### src/hw/rtl/dfir_pkg.sv
// shared constants, types and state codes of the decimating fir filter
package dfir_pkg;

  localparam int MAX_TAPS    = 64;
  localparam int SAMPLE_BITS = 16;
  localparam int COEF_BITS   = 16;
  localparam int FRAC_BITS   = 15;

  localparam int DEC_W   = 8;
  localparam int NTAPS_W = 7;
  localparam int TIDX_W  = 6;
  localparam int CFG_W   = 8;
  localparam int CFG_IDX_W = 2;

  localparam int TAP_AW = (MAX_TAPS > 1) ? $clog2(MAX_TAPS) : 1;
  localparam int CNT_W  = $clog2(MAX_TAPS + 1);
  localparam int PROD_W = COEF_BITS + SAMPLE_BITS;
  localparam int ACC_W  = PROD_W + CNT_W;

  localparam logic [CFG_IDX_W-1:0] CFG_DECIMATION = 2'd0;
  localparam logic [CFG_IDX_W-1:0] CFG_NUM_TAPS   = 2'd1;
  localparam logic [CFG_IDX_W-1:0] CFG_COMPLEX    = 2'd2;

  localparam logic FUNC_PUSH = 1'b0;
  localparam logic FUNC_LOAD = 1'b1;

  typedef enum logic [1:0] {
    ST_IDLE,
    ST_MAC,
    ST_DRAIN,
    ST_FINISH
  } state_t;

  typedef struct packed {
    logic push;
    logic load;
    logic clear;
    logic issue;
    logic load_out;
  } cmd_t;

  typedef struct packed {
    logic emit;
    logic taps_zero;
    logic issue_last;
    logic pipe_empty;
    logic out_free;
  } status_t;

endpackage

### src/hw/rtl/dfir_ctrl.sv
// controller state machine sequencing loads, pushes and the tap loop
module dfir_ctrl (
  input  logic              clk,
  input  logic              rst_n,
  input  logic              in_valid,
  input  logic              in_func,
  output logic              in_ready,
  input  dfir_pkg::status_t status,
  output dfir_pkg::cmd_t    cmd
);

  dfir_pkg::state_t state_r;
  dfir_pkg::state_t state_nxt;

  always_ff @(posedge clk) begin
    if (!rst_n) begin
      state_r <= dfir_pkg::ST_IDLE;
    end else begin
      state_r <= state_nxt;
    end
  end

  always_comb begin
    state_nxt = state_r;
    cmd       = '0;
    in_ready  = 1'b0;
    unique case (state_r)
      dfir_pkg::ST_IDLE: begin
        in_ready = 1'b1;
        if (in_valid) begin
          if (in_func == dfir_pkg::FUNC_LOAD) begin
            cmd.load = 1'b1;
          end else begin
            cmd.push = 1'b1;
            if (status.emit) begin
              cmd.clear = 1'b1;
              state_nxt = status.taps_zero ? dfir_pkg::ST_FINISH : dfir_pkg::ST_MAC;
            end
          end
        end
      end
      dfir_pkg::ST_MAC: begin
        cmd.issue = 1'b1;
        if (status.issue_last) begin
          state_nxt = dfir_pkg::ST_DRAIN;
        end
      end
      dfir_pkg::ST_DRAIN: begin
        if (status.pipe_empty) begin
          state_nxt = dfir_pkg::ST_FINISH;
        end
      end
      dfir_pkg::ST_FINISH: begin
        if (status.out_free) begin
          cmd.load_out = 1'b1;
          state_nxt    = dfir_pkg::ST_IDLE;
        end
      end
      default: begin
        state_nxt = dfir_pkg::ST_IDLE;
      end
    endcase
  end

  // result is only taken once every product has reached the accumulator
  a_finish_drained: assert property (@(posedge clk) disable iff (!rst_n)
    cmd.load_out |-> status.pipe_empty)
    else $error("result loaded with products in flight");

  // the tap loop never leaves products behind when new beats are taken
  a_idle_drained: assert property (@(posedge clk) disable iff (!rst_n)
    (state_r == dfir_pkg::ST_IDLE) |-> status.pipe_empty)
    else $error("mac pipeline busy while idle");

  // loads and pushes only happen on an accepted input beat
  a_beat_taken: assert property (@(posedge clk) disable iff (!rst_n)
    (cmd.push || cmd.load) |-> (in_valid && in_ready))
    else $error("datapath command without an input beat");

endmodule

### config.mk
export PLATFORM = sky130hd
export DESIGN_NAME = dfir_ctrl
export DESIGN_NICKNAME = d
export VERILOG_FILES = /design/src/hw/rtl/dfir_pkg.sv /design/src/hw/rtl/dfir_ctrl.sv
export SDC_FILE = /design/constraint.sdc
export NUM_CORES = 1
export LEC_CHECK = 0
export BUFFER_PORTS_ARGS = -buffer_cell sky130_fd_sc_hd__buf_2
export CORE_AREA = 2 2 39 41
export CTS_CLUSTER_SIZE = 16
export DETAILED_ROUTE_END_ITERATION = 12
export DIE_AREA = 0 0 41 43
export SLEW_MARGIN = 0
export SYNTH_ARGS = -nofsm -noshare
export SYNTH_HDL_FRONTEND = slang
export SYNTH_SLANG_ARGS = --single-unit
### constraint.sdc
create_clock -name clk -period 2.5 [get_ports clk]
set_input_delay 0.5 -clock clk [delete_from_list [all_inputs] [get_ports clk]]
set_output_delay 0.5 -clock clk [all_outputs]
set_load 0.01 [all_outputs]
Word level (Yosys, flattened, before mapping)
Cells that the tools add are included.
- div/mod/pow operators: 0
- add/sub/neg operators: 0
- $lt $le $gt $ge: 0
- equal/unequal tests: 9
- $mul: 0
- shift-type cells: 0
- reductions and logical operators: 2
- bitwise gates (word level): 0
- mux-type cells: 18
- operator list (operator ; number):
    2-bit 2-to-1 mux ; 7
    2-bit inequality test (second input constant) ; 6
    1-bit 2-to-1 mux ; 8
    2-bit case mux with 4 select lines ; 1
    3-bit 2-to-1 mux ; 2
    6-bit AND reduction ; 1
    2-bit equality test (second input constant) ; 2
    2-bit by 1-bit equality test with 1-bit output (second input constant) ; 1
    2-bit logical NOT ; 1
- register bits: 2
- memories kept: 0
- RAM bits: 0
- logic and storage cells: 30
- output and inout bits: 6
- bits in latches: 0
- bits in read-only memories: 0

Depth between registers and ports, before layout
Gate-level depths: netlist (run 1).
- depth in word-level cells: 5
- mapped depth: 5

Least setup slack after synthesis (run 1)
Ideal clock, no wire load.
- path type: register -> output
- start: register state_r[0]
- end: output port cmd[2] (netlist bit)
- stages on the path, launching flop included: 5
- path slack: 860 ps
- arrival: 1140 ps
- cell sequence: dfxtp_1 -> inv_1 -> ha_1 -> and3b_2 -> and2_1
- RTL lines (item ; line ; RTL):
    from (decl) ; dfir_ctrl.sv:12 ; dfir_pkg::state_t state_r;
    from (signal assigned) ; dfir_ctrl.sv:17 ; state_r <= dfir_pkg::ST_IDLE;
    from (signal assigned) ; dfir_ctrl.sv:19 ; state_r <= state_nxt;
    to (decl) ; dfir_ctrl.sv:9 ; output dfir_pkg::cmd_t cmd

==> impl_results.html, run 1 <==
<table>
<tr><th>Metric</th><th>Value</th></tr>
<tr><th colspan="2">Outcome</th></tr>
<tr><td>Status</td><td>complete, no violations</td></tr>
<tr><th colspan="2">Die</th></tr>
<tr><td>Starting Density</td><td>between 10% and 20%</td></tr>
<tr><td>Overall die height</td><td>43 µm</td></tr>
<tr><td>Width of the die</td><td>41 µm</td></tr>
<tr><td>Area of the core</td><td>1380 µm²</td></tr>
<tr><td>Number of primary I/O pins</td><td>15</td></tr>
<tr><td>Number of standard-cell rows in the floorplan</td><td>14</td></tr>
<tr><td>Die Outline Area</td><td>approximately 1800 µm²</td></tr>
<tr><th colspan="2">Pwr</th></tr>
<tr><td>Total power density per cell area</td><td>~1000 nW/µm²</td></tr>
<tr><td>VDD IR max</td><td>381 µV</td></tr>
<tr><td>Standby leakage power</td><td>0.196 nW</td></tr>
<tr><th colspan="2">Synth</th></tr>
<tr><td>Leading post-synthesis cells by cell area</td><td>sky130_fd_sc_hd__ha_1, sky130_fd_sc_hd__dfxtp_1, sky130_fd_sc_hd__a2111oi_4</td></tr>
<tr><td>Post-synthesis mux area share</td><td>12.1%</td></tr>
<tr><td>Syn Inst Count</td><td>25</td></tr>
<tr><td>Simple-gate share of the synthesized area</td><td>~33%</td></tr>
<tr><td>Largest family of logic cells by synthesized area</td><td>simple AND/OR/NAND/NOR gates</td></tr>
<tr><td>Average instance area after synthesis</td><td>10.3 µm²</td></tr>
<tr><td>Adder and majority gate portion of the synthesized area</td><td>24.3%</td></tr>
<tr><td>Number of warnings issued by yosys</td><td>0</td></tr>
<tr><td>Area fraction in compound gates after synthesis</td><td>12.6%</td></tr>
<tr><td>Post-synthesis instance area</td><td>258 µm²</td></tr>
<tr><td>Synthesized Nets</td><td>39</td></tr>
<tr><td>Post-synthesis register bit count</td><td>2</td></tr>
<tr><td>Cell type with the largest total area after synthesis</td><td>sky130_fd_sc_hd__ha_1</td></tr>
<tr><td>Post-synthesis cell type count</td><td>14</td></tr>
<tr><td>Synth Area in XOR/XNOR</td><td>0%</td></tr>
<tr><td>Portion of the post-synthesis area used by sequential elements</td><td>15.5%</td></tr>
<tr><td>Share of the synthesized area in the top cell type</td><td>24.3%</td></tr>
<tr><th colspan="2">STA</th></tr>
<tr><td>Setup tns final</td><td>0 ps</td></tr>
<tr><td>Transition at the pin with the smallest max-transition slack</td><td>321 ps</td></tr>
<tr><td>Post-route fraction of the period consumed by the critical path</td><td>77.8%</td></tr>
<tr><td># setup viols final</td><td>0</td></tr>
<tr><td>Fmax</td><td>514 MHz</td></tr>
<tr><td>Max_slew headroom</td><td>78.6%</td></tr>
<tr><td>Final critical-path required period</td><td>1940 ps</td></tr>
<tr><td>Hold violation count in the final report</td><td>0</td></tr>
<tr><td>Worst clock skew</td><td>2.95 ps</td></tr>
<tr><td>RSZ-0062 raised after global routing</td><td>false</td></tr>
<tr><td>Max-slew violation count</td><td>0</td></tr>
<tr><th colspan="2">Global routing</th></tr>
<tr><td>Wire length of the first global-routing pass</td><td>800 µm</td></tr>
<tr><td>Initial antenna violation count</td><td>0</td></tr>
<tr><td>Vias in the first global route</td><td>225</td></tr>
<tr><td>Overall routing resource usage</td><td>7.21%</td></tr>
<tr><td>Overall overflow remaining after global route</td><td>0</td></tr>
<tr><td>Maximum number of pins on one net before global-route repair</td><td>5</td></tr>
<tr><th colspan="2">Clocking</th></tr>
<tr><td>Clk Latency, worst-skew pair</td><td>230 ps</td></tr>
<tr><td>TritonCTS clock tree</td><td>built</td></tr>
<tr><td># Post-CTS Setup Buffers</td><td>0</td></tr>
<tr><td>Total clock sinks</td><td>2</td></tr>
<tr><td>CTS hold repair buffers</td><td>0</td></tr>
<tr><td>Clock buffer depth</td><td>2</td></tr>
<tr><td># resized after CTS</td><td>0</td></tr>
<tr><td>Number of buffers added by the clock tree synthesis step</td><td>3</td></tr>
<tr><td>Deepest level of the CTS H-tree</td><td>1</td></tr>
<tr><td>Clock-pin slew of the registers on the worst-case setup and hold paths</td><td>30 ps</td></tr>
<tr><td>Root buf cell</td><td>sky130_fd_sc_hd__clkbuf_4</td></tr>
<tr><th colspan="2">Critical path</th></tr>
<tr><td>Arrival time at the worst endpoint</td><td>~1400 ps</td></tr>
<tr><td>Critical Path Start Type</td><td>flip-flop</td></tr>
<tr><td>Worst r2r path cells</td><td>5</td></tr>
<tr><td>Worst setup endpoint</td><td>cmd[2]</td></tr>
<tr><td>Worst setup path class</td><td>reg -&gt; out</td></tr>
<tr><td>Reg-to-reg startpoint</td><td>state_r[1]$_SDFFE_PN0P_</td></tr>
<tr><td>Destination of the worst register-to-register timing path</td><td>state_r[1]$_SDFFE_PN0P_</td></tr>
<tr><td>Worst setup path startpoint</td><td>state_r[0]$_SDFFE_PN0P_</td></tr>
<tr><td>Critical path required time</td><td>2000 ps</td></tr>
<tr><td>CP max FO</td><td>4</td></tr>
<tr><td>Kind of capture point of the worst setup path</td><td>output pin</td></tr>
<tr><td>Register-to-register setup slack</td><td>1010 ps</td></tr>
<tr><th colspan="2">Detailed routing</th></tr>
<tr><td>Detailed Route Iter0 Violations</td><td>4</td></tr>
<tr><td>Final Routed Wirelength</td><td>489 µm</td></tr>
<tr><td>Final antenna-violating net count</td><td>0</td></tr>
<tr><td>Via count</td><td>232</td></tr>
<tr><td>Number of optimization iterations in the first detailed-route pass</td><td>2</td></tr>
<tr><td>Per-cell routed wire length</td><td>8.43 µm</td></tr>
<tr><td>Post-DR vias/cell</td><td>4.00</td></tr>
<tr><td>Drt drc</td><td>0</td></tr>
<tr><th colspan="2">Final layout</th></tr>
<tr><td>Regs by FF count</td><td>state_r x2</td></tr>
<tr><td>Relative area change from synthesis to final layout</td><td>43.7%</td></tr>
<tr><td>Antenna diodes</td><td>0</td></tr>
<tr><td>Final core occ</td><td>26.8%</td></tr>
<tr><td>Post-layout nets</td><td>58</td></tr>
<tr><td>Share of cells above drive strength 1</td><td>54.8%</td></tr>
<tr><td>Register with the most flip-flops</td><td>state_r</td></tr>
<tr><td>Largest register FFs</td><td>2</td></tr>
<tr><th colspan="2">Worst hold path</th></tr>
<tr><td>Worst hold start</td><td>state_r[0]$_SDFFE_PN0P_</td></tr>
<tr><td>Worst hold-check path type</td><td>reg -&gt; reg</td></tr>
<tr><th colspan="2">Placement</th></tr>
<tr><td>Gp weighted congestion</td><td>0.640</td></tr>
<tr><td>Port buffer count</td><td>14</td></tr>
<tr><td>HPWL reported at the end of detailed placement</td><td>419 µm</td></tr>
<tr><th colspan="2">Flow run</th></tr>
<tr><td>Total of max-cap violations</td><td>0</td></tr>
</table>
final cells by class:
class	count	area (µm²)
multi-input combinational	21	210
tap	16	20.0
inverter	2	7.51
clock buffer	3	22.5
fill	148	1010
timing repair buffer	14	70.1
sequential	2	40.0
worst min path at each step:
| stage | to | slack, ps | depth (start not counted) |
|---|---|---|---|
| 2_1_floorplan | state_r[1]$_SDFFE_PN0P_ | 470 | 2 |
| 3_3_place_gp | state_r[0]$_SDFFE_PN0P_ | 490 | 2 |
| 3_5_place_dp | state_r[0]$_SDFFE_PN0P_ | 490 | 2 |
| 4_1_cts | state_r[0]$_SDFFE_PN0P_ | 500 | 2 |
| 5_1_grt | state_r[0]$_SDFFE_PN0P_ | 520 | 2 |
| 6_report | state_r[0]$_SDFFE_PN0P_ | 490 | 2 |
worst max-delay path, stage by stage (launching register included):
cell and delay (ps):
sky130_fd_sc_hd__dfxtp_1 360, sky130_fd_sc_hd__inv_1 100, sky130_fd_sc_hd__ha_1 270, sky130_fd_sc_hd__and3b_2 220
sky130_fd_sc_hd__and2_1 140, sky130_fd_sc_hd__buf_2 130
logic make-up (layout without fill, tap and decap cells):
family / after synthesis / after routing
multiplexers: 3 / 3
AND/OR/NAND/NOR: 11 / 11
flip-flops: 2 / 2
buffers and inverters: 2 / 19
AO/OA/AOI/OAI: 2 / 2
adder cells (fa/ha/maj): 5 / 5
synth_stat cells:
cell and instances:
sky130_fd_sc_hd__a2111oi_4 1, sky130_fd_sc_hd__nand3b_4 1, sky130_fd_sc_hd__nor2b_1 2, sky130_fd_sc_hd__and3_2 1, sky130_fd_sc_hd__and3b_2 1, sky130_fd_sc_hd__o21ai_0 1
sky130_fd_sc_hd__mux2i_1 2, sky130_fd_sc_hd__dfxtp_1 2, sky130_fd_sc_hd__mux2_2 1, sky130_fd_sc_hd__ha_1 5, sky130_fd_sc_hd__inv_1 2, sky130_fd_sc_hd__and2_1 2
sky130_fd_sc_hd__nand2_1 3, sky130_fd_sc_hd__and2b_4 1
power breakdown:
group / internal [W] / leakage (nW) / switching (W)
combinational: 0.000128 / 0.166 / 0.000113
clock: 0.0000530 / 0.0138 / 0.0000187
sequential: 0.0000483 / 0.0165 / 0.0000157
total: 0.000229 / 0.196 / 0.000147
routing by layer:
layer / vias to the layer above / track usage (%) / part of all wire, % / wire length, µm
li1: 122 / - / - / -
met1: 93 / 7.64 / 43 / 212
met2: 15 / 9.38 / 42 / 203
met3: 2 / 3.14 / 13 / 63
met4: 0 / 8.00 / 1.8 / 9
met5: - / 0 / 0 / 0
through the flow:
stage	power, W	worst slack [ps]	hold slack [ps]	cell area [µm²]	instances
final	0.000376	556	494	370	58
after global routing	0.000418	436	521	370	58
after CTS	0.000386	535	498	370	58
after detailed placement	0.000309	782	494	348	55
after global placement	0.000309	817	492	348	55
after floorplan	0.000247	860	468	258	25
layout by cell type, fill, tap and decap left out:
cell type,netlist,routed
sky130_fd_sc_hd__mux2_2,1,1
sky130_fd_sc_hd__nand2_1,3,3
sky130_fd_sc_hd__nand3b_4,1,1
sky130_fd_sc_hd__mux2i_1,2,2
sky130_fd_sc_hd__and3b_2,1,1
sky130_fd_sc_hd__inv_1,2,2
sky130_fd_sc_hd__o21ai_0,1,1
sky130_fd_sc_hd__ha_1,5,5
sky130_fd_sc_hd__clkbuf_4,0,3
sky130_fd_sc_hd__nor2b_1,2,2
sky130_fd_sc_hd__and2b_4,1,1
sky130_fd_sc_hd__and2_1,2,2
sky130_fd_sc_hd__buf_2,0,14
sky130_fd_sc_hd__a2111oi_4,1,1
sky130_fd_sc_hd__and3_2,1,1
sky130_fd_sc_hd__dfxtp_1,2,2
Power figures use the tool's default switching activity.
==> run 2: changes to the inputs <==
Clock period 2.5 ns to 1.95 ns, I/O delays scaled along.
==> impl_results.html, run 2 (synthesis gave the netlist of run 1 again) <==
<table>
<tr><th>Metric</th><th>Value</th></tr>
<tr><th colspan="2">Critical path</th></tr>
<tr><td>Kind of capture point of the worst setup path</td><td>output pin (unchanged)</td></tr>
<tr><td>Register-to-register setup slack</td><td>430 ps (was 1010 ps)</td></tr>
<tr><td>Critical path required time</td><td>1560 ps (was 2000 ps)</td></tr>
<tr><td>CP max FO</td><td>4 (unchanged)</td></tr>
<tr><td>Arrival time at the worst endpoint</td><td>1410 ps (was 1440 ps)</td></tr>
<tr><td>Worst setup path class</td><td>reg -&gt; out (unchanged)</td></tr>
<tr><td>Critical Path Start Type</td><td>flip-flop (unchanged)</td></tr>
<tr><th colspan="2">Final layout</th></tr>
<tr><td>Count of filler cells inserted in the layout</td><td>154 (was 148)</td></tr>
<tr><td>Combined flip-flop and latch cell area</td><td>40.0 µm² (unchanged)</td></tr>
<tr><td>Regs by FF count</td><td>state_r x2 (unchanged)</td></tr>
<tr><td>Layout Cell Area excl Fill</td><td>373 µm² (was 370 µm²)</td></tr>
<tr><td>Relative area change from synthesis to final layout</td><td>44.7% (was 43.7%)</td></tr>
<tr><td>Final standard cell count with taps included and fillers excluded</td><td>58 (unchanged)</td></tr>
<tr><td>Most used cells in the layout excluding fill and tap cells</td><td>sky130_fd_sc_hd__buf_2, sky130_fd_sc_hd__ha_1, sky130_fd_sc_hd__nand2_1, sky130_fd_sc_hd__clkbuf_4 (unchanged)</td></tr>
<tr><td>Leading cell type in the layout, fill and taps excluded</td><td>sky130_fd_sc_hd__buf_2 (unchanged)</td></tr>
<tr><td>Share of cells above drive strength 1</td><td>57.1% (was 54.8%)</td></tr>
<tr><td>Area of combinational cells with multiple inputs</td><td>213 µm² (was 210 µm²)</td></tr>
<tr><td>Largest register FFs</td><td>2 (unchanged)</td></tr>
<tr><td>Antenna diodes</td><td>0 (unchanged)</td></tr>
<tr><td>Post-layout nets</td><td>58 (unchanged)</td></tr>
<tr><td>Register with the most flip-flops</td><td>state_r (unchanged)</td></tr>
<tr><td>Final core occ</td><td>26.9% (was 26.8%)</td></tr>
<tr><th colspan="2">Clocking</th></tr>
<tr><td>TritonCTS clock tree</td><td>built (unchanged)</td></tr>
<tr><td>CTS hold repair buffers</td><td>0 (unchanged)</td></tr>
<tr><td># resized after CTS</td><td>0 (unchanged)</td></tr>
<tr><td>Clk Latency, worst-skew pair</td><td>230 ps (about the same)</td></tr>
<tr><td>Root buf cell</td><td>sky130_fd_sc_hd__clkbuf_4 (unchanged)</td></tr>
<tr><td>Clock-pin slew of the registers on the worst-case setup and hold paths</td><td>30 ps (about the same)</td></tr>
<tr><td>Deepest level of the CTS H-tree</td><td>1 (unchanged)</td></tr>
<tr><td># Post-CTS Setup Buffers</td><td>0 (unchanged)</td></tr>
<tr><td>Clock buffer depth</td><td>2 (unchanged)</td></tr>
<tr><td>Total clock sinks</td><td>2 (unchanged)</td></tr>
<tr><td>Number of buffers added by the clock tree synthesis step</td><td>3 (unchanged)</td></tr>
<tr><th colspan="2">Global routing</th></tr>
<tr><td>Overall routing resource usage</td><td>7.11% (was 7.21%)</td></tr>
<tr><td>Wire length of the first global-routing pass</td><td>738 µm (was 800 µm)</td></tr>
<tr><td>Overall overflow remaining after global route</td><td>0 (unchanged)</td></tr>
<tr><td>GR Layer Usage met1</td><td>5.73% (was 7.64%)</td></tr>
<tr><td>Maximum number of pins on one net before global-route repair</td><td>5 (unchanged)</td></tr>
<tr><td>Met3 Use GR</td><td>3.14% (unchanged)</td></tr>
<tr><td>Initial antenna violation count</td><td>0 (unchanged)</td></tr>
<tr><td>Top Usage Layer GRT</td><td>met2 (unchanged)</td></tr>
<tr><td>Grt met2 use</td><td>10.0% (was 9.38%)</td></tr>
<tr><td>Vias in the first global route</td><td>205 (was 225)</td></tr>
<tr><th colspan="2">STA</th></tr>
<tr><td>Transition at the pin with the smallest max-transition slack</td><td>334 ps (was 321 ps)</td></tr>
<tr><td>Worst clock skew</td><td>0.599 ps (was 2.95 ps)</td></tr>
<tr><td>Post-route fraction of the period consumed by the critical path</td><td>around 90%</td></tr>
<tr><td>Fmax</td><td>557 MHz</td></tr>
<tr><td>Max-slew violation count</td><td>0 (unchanged)</td></tr>
<tr><td>Final critical-path required period</td><td>1800 ps</td></tr>
<tr><td># setup viols final</td><td>0 (unchanged)</td></tr>
<tr><td>RSZ-0062 raised after global routing</td><td>false (unchanged)</td></tr>
<tr><td>Setup tns final</td><td>0 ps (unchanged)</td></tr>
<tr><td>Hold violation count in the final report</td><td>0 (unchanged)</td></tr>
<tr><td>Max_slew headroom</td><td>77.7% (was 78.6%)</td></tr>
<tr><td>Worst hold slack after final layout</td><td>444 ps (was 494 ps)</td></tr>
<tr><th colspan="2">Detailed routing</th></tr>
<tr><td>Per-cell routed wire length</td><td>8.98 µm (was 8.43 µm)</td></tr>
<tr><td>Final Routed Wirelength</td><td>521 µm (was 489 µm)</td></tr>
<tr><td>Final antenna-violating net count</td><td>0 (unchanged)</td></tr>
<tr><td>Post-DR vias/cell</td><td>3.91 (was 4.00)</td></tr>
<tr><td>Drt drc</td><td>0 (unchanged)</td></tr>
<tr><td>Detailed Route Iter0 Violations</td><td>0 (was 4)</td></tr>
<tr><td>Via count</td><td>227 (was 232)</td></tr>
<tr><td>Number of optimization iterations in the first detailed-route pass</td><td>1 (was 2)</td></tr>
<tr><th colspan="2">Placement</th></tr>
<tr><td>Placed cell area</td><td>348 µm² (unchanged)</td></tr>
<tr><td>Dpl cells</td><td>55 (unchanged)</td></tr>
<tr><td>Port buffer count</td><td>14 (unchanged)</td></tr>
<tr><td>Gp weighted congestion</td><td>0.642 (was 0.640)</td></tr>
<tr><td>HPWL reported at the end of detailed placement</td><td>434 µm (was 419 µm)</td></tr>
<tr><th colspan="2">Die</th></tr>
<tr><td>Overall die height</td><td>43 µm (unchanged)</td></tr>
<tr><td>Width of the die</td><td>41 µm (unchanged)</td></tr>
<tr><td>Number of standard-cell rows in the floorplan</td><td>14 (unchanged)</td></tr>
<tr><td>Die Outline Area</td><td>1760 µm² (unchanged)</td></tr>
<tr><td>Area of the core</td><td>1380 µm² (unchanged)</td></tr>
<tr><td>Number of primary I/O pins</td><td>15 (unchanged)</td></tr>
<tr><td>Starting Density</td><td>18.6% (unchanged)</td></tr>
<tr><th colspan="2">Flow run</th></tr>
<tr><td>Total of max-cap violations</td><td>0 (unchanged)</td></tr>
<tr><th colspan="2">Pwr</th></tr>
<tr><td>VDD IR max</td><td>412 µV (was 381 µV)</td></tr>
<tr><td>Total power density per cell area</td><td>1320 nW/µm² (was 1020 nW/µm²)</td></tr>
<tr><td>Standby leakage power</td><td>0.195 nW (was 0.196 nW)</td></tr>
<tr><th colspan="2">Outcome</th></tr>
<tr><td>Status</td><td>complete, no violations (unchanged)</td></tr>
<tr><th colspan="2">Worst hold path</th></tr>
<tr><td>Worst hold-check path type</td><td>in -&gt; reg (was reg -&gt; reg)</td></tr>
</table>
-- run 2: changes by cell type in the layout (fill, tap and decap cells not counted) --
cell                   change
sky130_fd_sc_hd__ha_2      +1
sky130_fd_sc_hd__ha_1      -1
-- run 2: where the power goes --
group / internal (W) / total (W) / switching (W)
Combinational: 0.000168 / 0.000314 / 0.000146
Sequential: 0.0000619 / 0.0000842 / 0.0000223
Clock: 0.0000681 / 0.0000941 / 0.0000260
Total: 0.000298 / 0.000492 / 0.000194
-- run 2: area by class of cell --
type                       count  area share [%]
clock buffer                   3            6.04
inverter                       2            2.01
multi-input combinational     21            57.0
timing repair buffer          14            18.8
sequential                     2            10.7
tap                           16            5.37
-- run 2: critical path: stages (launching register included) --
cell,delay (ps)
sky130_fd_sc_hd__dfxtp_1,380
sky130_fd_sc_hd__inv_1,100
sky130_fd_sc_hd__ha_2,230
sky130_fd_sc_hd__and3b_2,200
sky130_fd_sc_hd__and2_1,140
sky130_fd_sc_hd__buf_2,130
-- run 2: final timing paths --
path	startpoint	to	depth (start not counted)
max	state_r[0]$_SDFFE_PN0P_	cmd[2]	5
min	rst_n	state_r[1]$_SDFFE_PN0P_	3
max reg2reg	state_r[1]$_SDFFE_PN0P_	state_r[0]$_SDFFE_PN0P_	5
min reg2reg	state_r[1]$_SDFFE_PN0P_	state_r[1]$_SDFFE_PN0P_	2
-- run 2: layer usage --
layer  up-vias  wire length (µm)
met5         -                 0
met3         2                63
met4         0                16
met2        15               224
li1        119                 -
met1        91               216
-- run 2: through the flow --
step                worst slack [ps]  total power [W]
detailed placement               310         0.000404
CTS                             64.0         0.000503
floorplan                        420         0.000316
global placement                 359         0.000392
global route                    32.3         0.000554
finish                           154         0.000492
